### config.mk
export PLATFORM = sky130hd
export DESIGN_NAME = rotation_matrix_to_quaternion_top
export DESIGN_NICKNAME = d
export VERILOG_FILES = /design/src/rtl/core/rmq_pkg.sv /design/src/rtl/core/rmq_front.sv /design/src/rtl/core/rmq_lane.sv /design/src/rtl/core/rmq_merge.sv /design/src/rtl/core/rotation_matrix_to_quaternion_top.sv
export VERILOG_INCLUDE_DIRS = /design/src /design/src/rtl/core
export SDC_FILE = /design/constraint.sdc
export NUM_CORES = 2
export LEC_CHECK = 0
export ABC_AREA = 1
export BUFFER_PORTS_ARGS = -buffer_cell sky130_fd_sc_hd__buf_2
export CORE_ASPECT_RATIO = 1.75
export CORE_MARGIN = 2
export CORE_UTILIZATION = 35
export DETAILED_ROUTE_END_ITERATION = 16
export GPL_TIMING_DRIVEN = 0
export HOLD_SLACK_MARGIN = 0.12
export PLACE_DENSITY = 0.49
export REMOVE_ABC_BUFFERS = 1
export SETUP_SLACK_MARGIN = 0.2
export SLEW_MARGIN = 20
export SYNTH_ARGS = -nofsm -noshare
export SYNTH_HDL_FRONTEND = slang
export SYNTH_SLANG_ARGS = --single-unit
export TNS_END_PERCENT = 50
### constraint.sdc
create_clock -name clk_i -period 4.3 [get_ports clk_i]
set_input_delay 0.43 -clock clk_i [delete_from_list [all_inputs] [get_ports clk_i]]
set_output_delay 0.43 -clock clk_i [all_outputs]
set_load 0.05 [all_outputs]
### src/rtl/core/rotation_matrix_to_quaternion_top_defines.svh
// Assertion macros shared by the rotation-matrix-to-quaternion RTL.
`ifndef ROTATION_MATRIX_TO_QUATERNION_TOP_DEFINES_SVH
`define ROTATION_MATRIX_TO_QUATERNION_TOP_DEFINES_SVH

`ifndef SYNTHESIS
// Check that prop holds in the same cycle.
`define RMQ_ASSERT(name, clk, rstn, prop) \
  name: assert property (@(posedge clk) disable iff (!rstn) (prop)) \
    else $error("rmq assertion failed");
// Check that cons holds in the cycle after ante.
`define RMQ_ASSERT_NEXT(name, clk, rstn, ante, cons) \
  name: assert property (@(posedge clk) disable iff (!rstn) (ante) |=> (cons)) \
    else $error("rmq assertion failed");
`else
`define RMQ_ASSERT(name, clk, rstn, prop)
`define RMQ_ASSERT_NEXT(name, clk, rstn, ante, cons)
`endif

`endif

### src/rtl/core/rmq_pkg.sv
`timescale 1ns / 1ps
`default_nettype none

package rmq_pkg;

  // Fixed-point format of the matrix entries and the quaternion
  localparam int FRAC_BITS = 14;
  localparam int IN_W      = 16;
  localparam int DIFF_W    = IN_W + 1;
  localparam int QW_W      = 15;
  localparam int Q_W       = 16;
  localparam int MAG_MAX   = 32767;
  localparam int ONE       = 1 << FRAC_BITS;

  // Radicand widths: unsigned after clamping, signed before
  localparam int UR_W  = (FRAC_BITS >= 17) ? FRAC_BITS + 1 : 18;
  localparam int RAD_W = UR_W + 1;

  // Square root operand: radicand scaled by 2^(FRAC_BITS-2)
  localparam int SH_W   = FRAC_BITS - 2;
  localparam int SQ_W   = UR_W + SH_W;
  localparam int ROOT_W = (SQ_W + 1) / 2;
  localparam int PAD_W  = 2 * ROOT_W;
  localparam int REM_W  = ROOT_W + 2;

  // Lane assignment
  localparam int NUM_LANES   = 4;
  localparam int LANE_SCALAR = 0;
  localparam int LANE_X      = 1;
  localparam int LANE_Y      = 2;
  localparam int LANE_Z      = 3;

  typedef struct packed {
    logic            neg;
    logic [UR_W-1:0] rad;
  } lane_in_t;

  typedef struct packed {
    logic              neg;
    logic [ROOT_W-1:0] mag;
  } lane_out_t;

endpackage

`default_nettype wire

### src/rtl/core/rmq_front.sv
`timescale 1ns / 1ps
`default_nettype none

module rmq_front (
  input  wire logic                                clk_i,
  input  wire logic                                rst_ni,
  input  wire logic                                vld_i,
  input  wire logic signed [rmq_pkg::IN_W-1:0]     r00_i,
  input  wire logic signed [rmq_pkg::IN_W-1:0]     r01_i,
  input  wire logic signed [rmq_pkg::IN_W-1:0]     r02_i,
  input  wire logic signed [rmq_pkg::IN_W-1:0]     r10_i,
  input  wire logic signed [rmq_pkg::IN_W-1:0]     r11_i,
  input  wire logic signed [rmq_pkg::IN_W-1:0]     r12_i,
  input  wire logic signed [rmq_pkg::IN_W-1:0]     r20_i,
  input  wire logic signed [rmq_pkg::IN_W-1:0]     r21_i,
  input  wire logic signed [rmq_pkg::IN_W-1:0]     r22_i,
  output logic                                     vld_o,
  output rmq_pkg::lane_in_t [rmq_pkg::NUM_LANES-1:0] lane_o
);
  import rmq_pkg::*;

  logic signed [RAD_W-1:0]  one_s;
  logic signed [RAD_W-1:0]  e00;
  logic signed [RAD_W-1:0]  e11;
  logic signed [RAD_W-1:0]  e22;
  logic signed [RAD_W-1:0]  rad_s [NUM_LANES];
  logic signed [DIFF_W-1:0] dx;
  logic signed [DIFF_W-1:0] dy;
  logic signed [DIFF_W-1:0] dz;
  lane_in_t [NUM_LANES-1:0] lane_d;
  lane_in_t [NUM_LANES-1:0] lane_q;
  logic                     vld_q;

  // Form the four radicands from the diagonal
  assign one_s = RAD_W'(ONE);
  assign e00   = RAD_W'(r00_i);
  assign e11   = RAD_W'(r11_i);
  assign e22   = RAD_W'(r22_i);

  assign rad_s[LANE_SCALAR] = one_s + e00 + e11 + e22;
  assign rad_s[LANE_X]      = one_s + e00 - e11 - e22;
  assign rad_s[LANE_Y]      = one_s - e00 + e11 - e22;
  assign rad_s[LANE_Z]      = one_s - e00 - e11 + e22;

  // Off-diagonal differences set the signs of x, y and z
  assign dx = DIFF_W'(r21_i) - DIFF_W'(r12_i);
  assign dy = DIFF_W'(r02_i) - DIFF_W'(r20_i);
  assign dz = DIFF_W'(r10_i) - DIFF_W'(r01_i);

  // Clamp negative radicands to zero
  always_comb begin
    for (int k = 0; k < NUM_LANES; k++) begin
      lane_d[k].rad = rad_s[k][RAD_W-1] ? '0 : rad_s[k][UR_W-1:0];
    end
    lane_d[LANE_SCALAR].neg = 1'b0;
    lane_d[LANE_X].neg      = dx[DIFF_W-1];
    lane_d[LANE_Y].neg      = dy[DIFF_W-1];
    lane_d[LANE_Z].neg      = dz[DIFF_W-1];
  end

  // Advance the valid flag
  always_ff @(posedge clk_i or negedge rst_ni) begin
    if (!rst_ni) begin
      vld_q <= 1'b0;
    end else begin
      vld_q <= vld_i;
    end
  end

  // Hold the lane operands
  always_ff @(posedge clk_i) begin
    lane_q <= lane_d;
  end

  assign vld_o  = vld_q;
  assign lane_o = lane_q;

endmodule

`default_nettype wire

### src/rtl/core/rmq_lane.sv
`timescale 1ns / 1ps
`default_nettype none

// Pipelined integer square root, one result bit per stage.
module rmq_lane (
  input  wire logic               clk_i,
  input  wire logic               rst_ni,
  input  wire logic               vld_i,
  input  wire rmq_pkg::lane_in_t  lane_i,
  output logic                    vld_o,
  output rmq_pkg::lane_out_t      lane_o
);
  import rmq_pkg::*;

  logic              vld_q  [ROOT_W];
  logic              neg_q  [ROOT_W];
  logic [REM_W-1:0]  rem_q  [ROOT_W];
  logic [ROOT_W-1:0] root_q [ROOT_W];
  logic [PAD_W-1:0]  sq_q   [ROOT_W];

  logic              p_neg  [ROOT_W];
  logic [REM_W-1:0]  p_rem  [ROOT_W];
  logic [ROOT_W-1:0] p_root [ROOT_W];
  logic [PAD_W-1:0]  p_sq   [ROOT_W];

  logic              n_neg  [ROOT_W];
  logic [REM_W-1:0]  n_rem  [ROOT_W];
  logic [ROOT_W-1:0] n_root [ROOT_W];
  logic [PAD_W-1:0]  n_sq   [ROOT_W];

  logic [REM_W-1:0]  shifted [ROOT_W];
  logic [REM_W-1:0]  trial   [ROOT_W];
  logic              ge      [ROOT_W];

  // Feed each stage from the one before it
  always_comb begin
    p_neg[0]  = lane_i.neg;
    p_rem[0]  = '0;
    p_root[0] = '0;
    p_sq[0]   = PAD_W'({lane_i.rad, {SH_W{1'b0}}});
    for (int i = 1; i < ROOT_W; i++) begin
      p_neg[i]  = neg_q[i-1];
      p_rem[i]  = rem_q[i-1];
      p_root[i] = root_q[i-1];
      p_sq[i]   = sq_q[i-1];
    end
  end

  // Bring down two operand bits and try the next root bit
  always_comb begin
    for (int i = 0; i < ROOT_W; i++) begin
      shifted[i] = {p_rem[i][REM_W-3:0], p_sq[i][PAD_W-1:PAD_W-2]};
      trial[i]   = {p_root[i], 2'b01};
      ge[i]      = shifted[i] >= trial[i];
      n_rem[i]   = ge[i] ? shifted[i] - trial[i] : shifted[i];
      n_root[i]  = {p_root[i][ROOT_W-2:0], ge[i]};
      n_sq[i]    = {p_sq[i][PAD_W-3:0], 2'b00};
      n_neg[i]   = p_neg[i];
    end
  end

  // Advance the stage valid flags
  always_ff @(posedge clk_i or negedge rst_ni) begin
    if (!rst_ni) begin
      for (int i = 0; i < ROOT_W; i++) begin
        vld_q[i] <= 1'b0;
      end
    end else begin
      vld_q[0] <= vld_i;
      for (int i = 1; i < ROOT_W; i++) begin
        vld_q[i] <= vld_q[i-1];
      end
    end
  end

  // Advance the stage data
  always_ff @(posedge clk_i) begin
    for (int i = 0; i < ROOT_W; i++) begin
      neg_q[i]  <= n_neg[i];
      rem_q[i]  <= n_rem[i];
      root_q[i] <= n_root[i];
      sq_q[i]   <= n_sq[i];
    end
  end

  assign vld_o      = vld_q[ROOT_W-1];
  assign lane_o.neg = neg_q[ROOT_W-1];
  assign lane_o.mag = root_q[ROOT_W-1];

endmodule

`default_nettype wire

### src/rtl/core/rmq_merge.sv
`timescale 1ns / 1ps
`default_nettype none

module rmq_merge (
  input  wire logic                                 clk_i,
  input  wire logic                                 rst_ni,
  input  wire logic                                 vld_i,
  input  wire rmq_pkg::lane_out_t [rmq_pkg::NUM_LANES-1:0] lane_i,
  output logic                                      done_o,
  output logic        [rmq_pkg::QW_W-1:0]           qw_o,
  output logic signed [rmq_pkg::Q_W-1:0]            qx_o,
  output logic signed [rmq_pkg::Q_W-1:0]            qy_o,
  output logic signed [rmq_pkg::Q_W-1:0]            qz_o
);
  import rmq_pkg::*;

  logic [31:0]     mag_ext [NUM_LANES];
  logic [QW_W-1:0] mag_sat [NUM_LANES];
  logic [Q_W-1:0]  sgn     [NUM_LANES];
  logic            done_q;
  logic [QW_W-1:0] qw_q;
  logic [Q_W-1:0]  qx_q;
  logic [Q_W-1:0]  qy_q;
  logic [Q_W-1:0]  qz_q;

  // Saturate each magnitude, then apply the sign
  always_comb begin
    for (int k = 0; k < NUM_LANES; k++) begin
      mag_ext[k] = 32'(lane_i[k].mag);
      mag_sat[k] = (mag_ext[k] > 32'(MAG_MAX)) ? QW_W'(MAG_MAX) : mag_ext[k][QW_W-1:0];
      sgn[k]     = lane_i[k].neg ? (Q_W'(0) - {1'b0, mag_sat[k]}) : {1'b0, mag_sat[k]};
    end
  end

  // Raise the result strobe
  always_ff @(posedge clk_i or negedge rst_ni) begin
    if (!rst_ni) begin
      done_q <= 1'b0;
    end else begin
      done_q <= vld_i;
    end
  end

  // Hold the result fields
  always_ff @(posedge clk_i) begin
    qw_q <= mag_sat[LANE_SCALAR];
    qx_q <= sgn[LANE_X];
    qy_q <= sgn[LANE_Y];
    qz_q <= sgn[LANE_Z];
  end

  assign done_o = done_q;
  assign qw_o   = qw_q;
  assign qx_o   = $signed(qx_q);
  assign qy_o   = $signed(qy_q);
  assign qz_o   = $signed(qz_q);

endmodule

`default_nettype wire

### src/rtl/core/rotation_matrix_to_quaternion_top.sv
`timescale 1ns / 1ps
`default_nettype none
// Rotation matrix to quaternion, signed Q2.14 in and out (qw_o unsigned Q1.14).
// Input: drive the nine entries r00_i..r22_i and pulse start_i; an item is
// taken at each rising edge with start_i high and busy_o low. busy_o stays
// low, so a new item may enter in every cycle.
// Output: done_o is high for one cycle with qw_o, qx_o, qy_o and qz_o; the
// receiver must take the item in that cycle, it cannot hold results off.
// Path: the front registers the radicands and signs, the square-root
// pipelines follow (one root bit per stage, the stage count set by the
// 15-bit root width), and a last register applies saturation and sign.
// Throughput: one item per cycle.
// Four square-root lanes (w, x, y, z) run side by side on each item.
// Reset: rst_ni clears all valid flags; items in flight are dropped and no
// done_o pulse appears until a new item is taken.
`include "rotation_matrix_to_quaternion_top_defines.svh"

module rotation_matrix_to_quaternion_top (
  input  wire logic                            clk_i,
  input  wire logic                            rst_ni,
  input  wire logic                            start_i,
  output logic                                 busy_o,
  input  wire logic signed [rmq_pkg::IN_W-1:0] r00_i,
  input  wire logic signed [rmq_pkg::IN_W-1:0] r01_i,
  input  wire logic signed [rmq_pkg::IN_W-1:0] r02_i,
  input  wire logic signed [rmq_pkg::IN_W-1:0] r10_i,
  input  wire logic signed [rmq_pkg::IN_W-1:0] r11_i,
  input  wire logic signed [rmq_pkg::IN_W-1:0] r12_i,
  input  wire logic signed [rmq_pkg::IN_W-1:0] r20_i,
  input  wire logic signed [rmq_pkg::IN_W-1:0] r21_i,
  input  wire logic signed [rmq_pkg::IN_W-1:0] r22_i,
  output logic                                 done_o,
  output logic        [rmq_pkg::QW_W-1:0]      qw_o,
  output logic signed [rmq_pkg::Q_W-1:0]       qx_o,
  output logic signed [rmq_pkg::Q_W-1:0]       qy_o,
  output logic signed [rmq_pkg::Q_W-1:0]       qz_o
);
  import rmq_pkg::*;

  logic                      accept;
  logic                      front_vld;
  lane_in_t  [NUM_LANES-1:0] front_lane;
  logic      [NUM_LANES-1:0] lane_vld;
  lane_out_t [NUM_LANES-1:0] lane_res;

  // Never stall the input
  assign busy_o = 1'b0;
  assign accept = start_i && !busy_o;

  rmq_front u_front (
    .clk_i  (clk_i),
    .rst_ni (rst_ni),
    .vld_i  (accept),
    .r00_i  (r00_i),
    .r01_i  (r01_i),
    .r02_i  (r02_i),
    .r10_i  (r10_i),
    .r11_i  (r11_i),
    .r12_i  (r12_i),
    .r20_i  (r20_i),
    .r21_i  (r21_i),
    .r22_i  (r22_i),
    .vld_o  (front_vld),
    .lane_o (front_lane)
  );

  // One square-root lane per quaternion component
  for (genvar k = 0; k < NUM_LANES; k++) begin : g_lane
    rmq_lane u_lane (
      .clk_i  (clk_i),
      .rst_ni (rst_ni),
      .vld_i  (front_vld),
      .lane_i (front_lane[k]),
      .vld_o  (lane_vld[k]),
      .lane_o (lane_res[k])
    );
  end

  rmq_merge u_merge (
    .clk_i  (clk_i),
    .rst_ni (rst_ni),
    .vld_i  (lane_vld[LANE_SCALAR]),
    .lane_i (lane_res),
    .done_o (done_o),
    .qw_o   (qw_o),
    .qx_o   (qx_o),
    .qy_o   (qy_o),
    .qz_o   (qz_o)
  );

  // Lanes stay in lockstep
  `RMQ_ASSERT(a_lanes_lockstep, clk_i, rst_ni, (lane_vld == '0) || (lane_vld == '1))
  // Each finished lane item yields one strobe in the next cycle
  `RMQ_ASSERT_NEXT(a_done_follows, clk_i, rst_ni, lane_vld[LANE_SCALAR], done_o)
  `RMQ_ASSERT_NEXT(a_no_spurious_done, clk_i, rst_ni, !lane_vld[LANE_SCALAR], !done_o)
  // A negative nonzero x magnitude comes out negative
  `RMQ_ASSERT_NEXT(a_x_sign, clk_i, rst_ni,
                   lane_vld[LANE_X] && lane_res[LANE_X].neg && (lane_res[LANE_X].mag != '0),
                   qx_o[Q_W-1])

endmodule

`default_nettype wire

==> summary.md <==
| Metric | Value |
|---|---|
| Clk Latency, worst-skew pair | 0.82 ns |
| Worst min-delay path category | in2reg |
| Syn Area/Cell | 7.76 um2 |
| Fin. max-slew vios | 0 |
| Max cap viols | 0 |
| Slowest cell on the critical path | ha_2 |
| GR Overflow Total | 0 |
| Tmin final | 3.81 ns |
| Final instance area | 91,700 um2 |
| WL/cell | 13.0 um |
| DRT antenna net count | 0 |
| Clock-pin slew of the registers on the worst-case setup and hold paths | 0.06 ns |
| DR iter-0 viols | 1,962 |
| # nets final | 11,644 |
| Root Buffer | clkbuf_16 |
| Top post-synthesis cells by area | dfxtp_1, nand2_1, ha_1, inv_1, nand3_1 |
| Final Hold Viols | 0 |
| RSZ-0062 raised after global routing | yes |
| Final worst path period share | 88.7% |
| Gpl congestion | 0.916 |
| Slew headroom | 40.2% |
| Layout cell share with drive strength beyond 1 | 7.25% |
| Crit-path max FO | 9 |
| Hold Path Cell Cnt | 5 |
| Non-filler cells, final | 13,987 |
| Vias in the first global route | 64,860 |
| Register area share after synthesis | 42.7% |
| First-pass GRT wire length | 299,000 um |
| H-tree depth | 4 |
| Worst setup SP type | input port |
| P_leak | 48.0 nW |
| I/O Buffers | 210 |
| Ports | 212 |
| First drt pass iteration count | 8 |
| Initial antenna violation count | 2 |
| Count of cell types in the netlist | 62 |
| Synth Flop Type | dfxtp_1 |
| Start point of the critical path | r00_i[4] |
| Clock Path Buffers | 4 |
| CP top delay family | simple AND/OR/NAND/NOR gates |
| Register area | 34,700 um2 |
| Cell total after placement | 13,665 |
| CP endpoint kind | register |
| Die area | 236,000 um2 |
| Area taken by multi-input logic gates | 39,500 um2 |
| Total wire length | 182,000 um |
| Fill cells | 23,630 |
| Status | finished clean |
| CP most frequent cell | nand2_1 |
| Vias/cell | 4.52 |
| Asr flop ratio synth | 0.984% |
| Post-synth top cells | nand2_1, inv_1, dfxtp_1 |
| Area Overhead vs Synth | 12.9% |
| Largest net degree at the start of global routing | 27 |
| CTS tree | built |
| Total Routing Usage GR | 15.3% |
| Clk_skew | 0.0425 ns |
| Worst-margin pin slew | 0.887 ns |
| Reg-to-reg critical path endpoint | g_lane[1].u_lane.rem_q[0][119] |
| Worst path buffer plus inverter count | 4 |
| PwrDens | 761 nW/um2 |
| WP data arrival | 4.47 ns |
| Setup Crit Path Kind | in2reg |
| Detailed Place HPWL | 150,000 um |
| WHS Endpoint | u_front.lane_o[37] |
| Maximum vdd drop | 304 uV |
| Num rows | 234 |
| Synth Warn # | 0 |
| Reg2reg start | g_lane[1].u_lane.root_q[0][90] |
| Die Span Y | 641 um |
| CTS Sinks | 1,728 |
| Via Count | 63,168 |
| Hold_sp | r12_i[15] |
| Most common cell in the netlist | nand2_1 |
| Endpoints failing setup | 0 |
| CP peak stage delay | 0.40 ns |
| CTS Buf Count | 171 |
| Critical path, cell by cell | buf_2 -> inv_1 -> nand4_1 -> nor3_4 -> and2_1 -> xor2_1 -> inv_1 -> ha_2 -> inv_1 -> a21oi_1 -> o21ai_0 -> a21oi_1 -> nand2_1 -> xor2_1 -> ha_2 -> nand2_1 -> nor2_1 -> and2_1 -> nand2_1 -> nand2_1 -> nand2_2 -> nand2_4 -> nor2_1 |
| Top-area cell type share of the netlist area | 42.2% |
| Die Span X | 368 um |
| Cell Area, Placed | 85,500 um2 |
| Drt drc | 0 |
| Worst r2r path cells | 8 |
| Core area | 232,000 um2 |
| CP required | 4.96 ns |
| Initial core utilization | 35.1% |
| Synth Register Bits | 1,728 |
| FF-to-FF setup slack | 1.76 ns |
| Highest clock rate | 262 MHz |
| Dominant cell type by area after synthesis | dfxtp_1 |
| Mapped Area | 81,300 um2 |
| Syn Inst Count | 10,469 |
| Post-synth EDFFs | 0 |
[worst max path at each step]
| stage | endpoint | slack, ns | depth (start not counted) |
|---|---|---|---|
| after global routing | u_front.lane_o[57] | 0.18 | 23 |
| after global placement | u_front.lane_o[54] | -0.81 | 22 |
| after CTS | u_front.lane_o[57] | 0.13 | 23 |
| final | u_front.lane_o[57] | 0.49 | 23 |
| after floorplan | u_front.lane_o[68] | 0.51 | 20 |
| after detailed placement | u_front.lane_o[54] | -0.82 | 22 |
[metal layers]
layer | vias to the layer above | global-route usage [%] | routed length (um)
met5 | - | 0 | 0
met1 | 28088 | 12.9 | 61800
met2 | 905 | 32.3 | 104000
met3 | 553 | 1.77 | 4640
met4 | 0 | 9.89 | 12400
li1 | 33622 | - | -
[layout by cell type (no fill, tap or decap), types with 34 or more instances in the layout]
master	Yosys	routed
inv_1	1712	1712
xor2_1	302	300
nor3_1	141	139
clkbuf_8	0	41
fa_1	44	44
nand2_2	43	44
or2_2	47	47
buf_2	29	210
nand3_1	638	637
nand2_1	2560	2558
o21ai_1	96	96
xnor2_1	177	177
nand4_1	102	102
o21ai_0	342	342
o21ai_2	57	57
clkbuf_16	0	176
a21o_1	34	34
ha_1	667	662
nor2_1	812	799
a21oi_1	526	522
nand3b_1	60	60
dfxtp_1	1711	1711
o21bai_1	57	57
[flip-flops by register name (all words and copies together) (netlist names), 14 cells and up]
register              count
g_lane.u_lane.neg_q      45
g_lane.u_lane.rem_q     760
g_lane.u_lane.root_q    480
g_lane.u_lane.sq_q      288
g_lane.u_lane.vld_q      14
u_front.lane_o           75
u_merge.qw_o             15
u_merge.qx_o             16
u_merge.qy_o             16
u_merge.qz_o             16
[cells by family after synthesis]
family / synth area share [%]
AND/OR/NAND/NOR: 23.6
buffers and inverters: 8.88
flip-flops: 42.7
AO/OA/AOI/OAI: 8.33
adder cells (fa/ha/maj): 11.4
XOR/XNOR: 5.16
other: 0.00462
[layout make-up]
type | count | share of cell area, %
Clock inverter | 69 | 1.02
Inverter | 1737 | 7.13
Timing Repair Buffer | 225 | 1.30
Antenna cell | 2 | 0.00546
Sequential cell | 1728 | 37.8
Clock buffer | 235 | 5.49
Tap cell | 3068 | 4.18
Multi-Input combinational cell | 6923 | 43.1
[metrics by stage]
stage	setup WS (ns)	utilization (%)	TNS (ns)	hold slack, ns	power, mW
final	0.488	39.6	0	0.193	69.8
after global routing	0.177	39.6	0	0.198	76.2
after CTS	0.131	39.6	0	0.141	70.8
after detailed placement	-0.823	36.9	-26.50	0.312	54.8
after global placement	-0.809	36.9	-26.52	0.311	54.2
after floorplan	0.506	-	0	0.134	47.6
[power by group]
part / leakage [nW] / internal, mW / total (mW) / switching (mW)
Clock: 2.93 / 9.41 / 15.6 / 6.17
Sequential: 14.5 / 22.5 / 25.7 / 3.17
Combinational: 30.6 / 10.6 / 28.5 / 17.9
[repair_timing]
item | CTS | global route
hold buffers | 12 | 0
setup buffers | 0 | 3
resized for setup | 1 | 23
endpoints found under the hold margin | 22 | 0
pin swaps | 0 | 3
cloned | 0 | 1
setup endpoints to repair | 35 | 36
[worst reg2reg max path, delay by kind of cell (launching register included)]
family / cells / cell delay [ns]
and+or+nand+nor: 3 / 0.90
buffers and inverters: 1 / 0.09
xor gates and xnor gates: 1 / 0.42
AOI/OAI and AO/OA: 2 / 0.33
adders and majority gates: 1 / 0.38
DFF: 1 / 0.33
(Power assumes the default switching activity.)
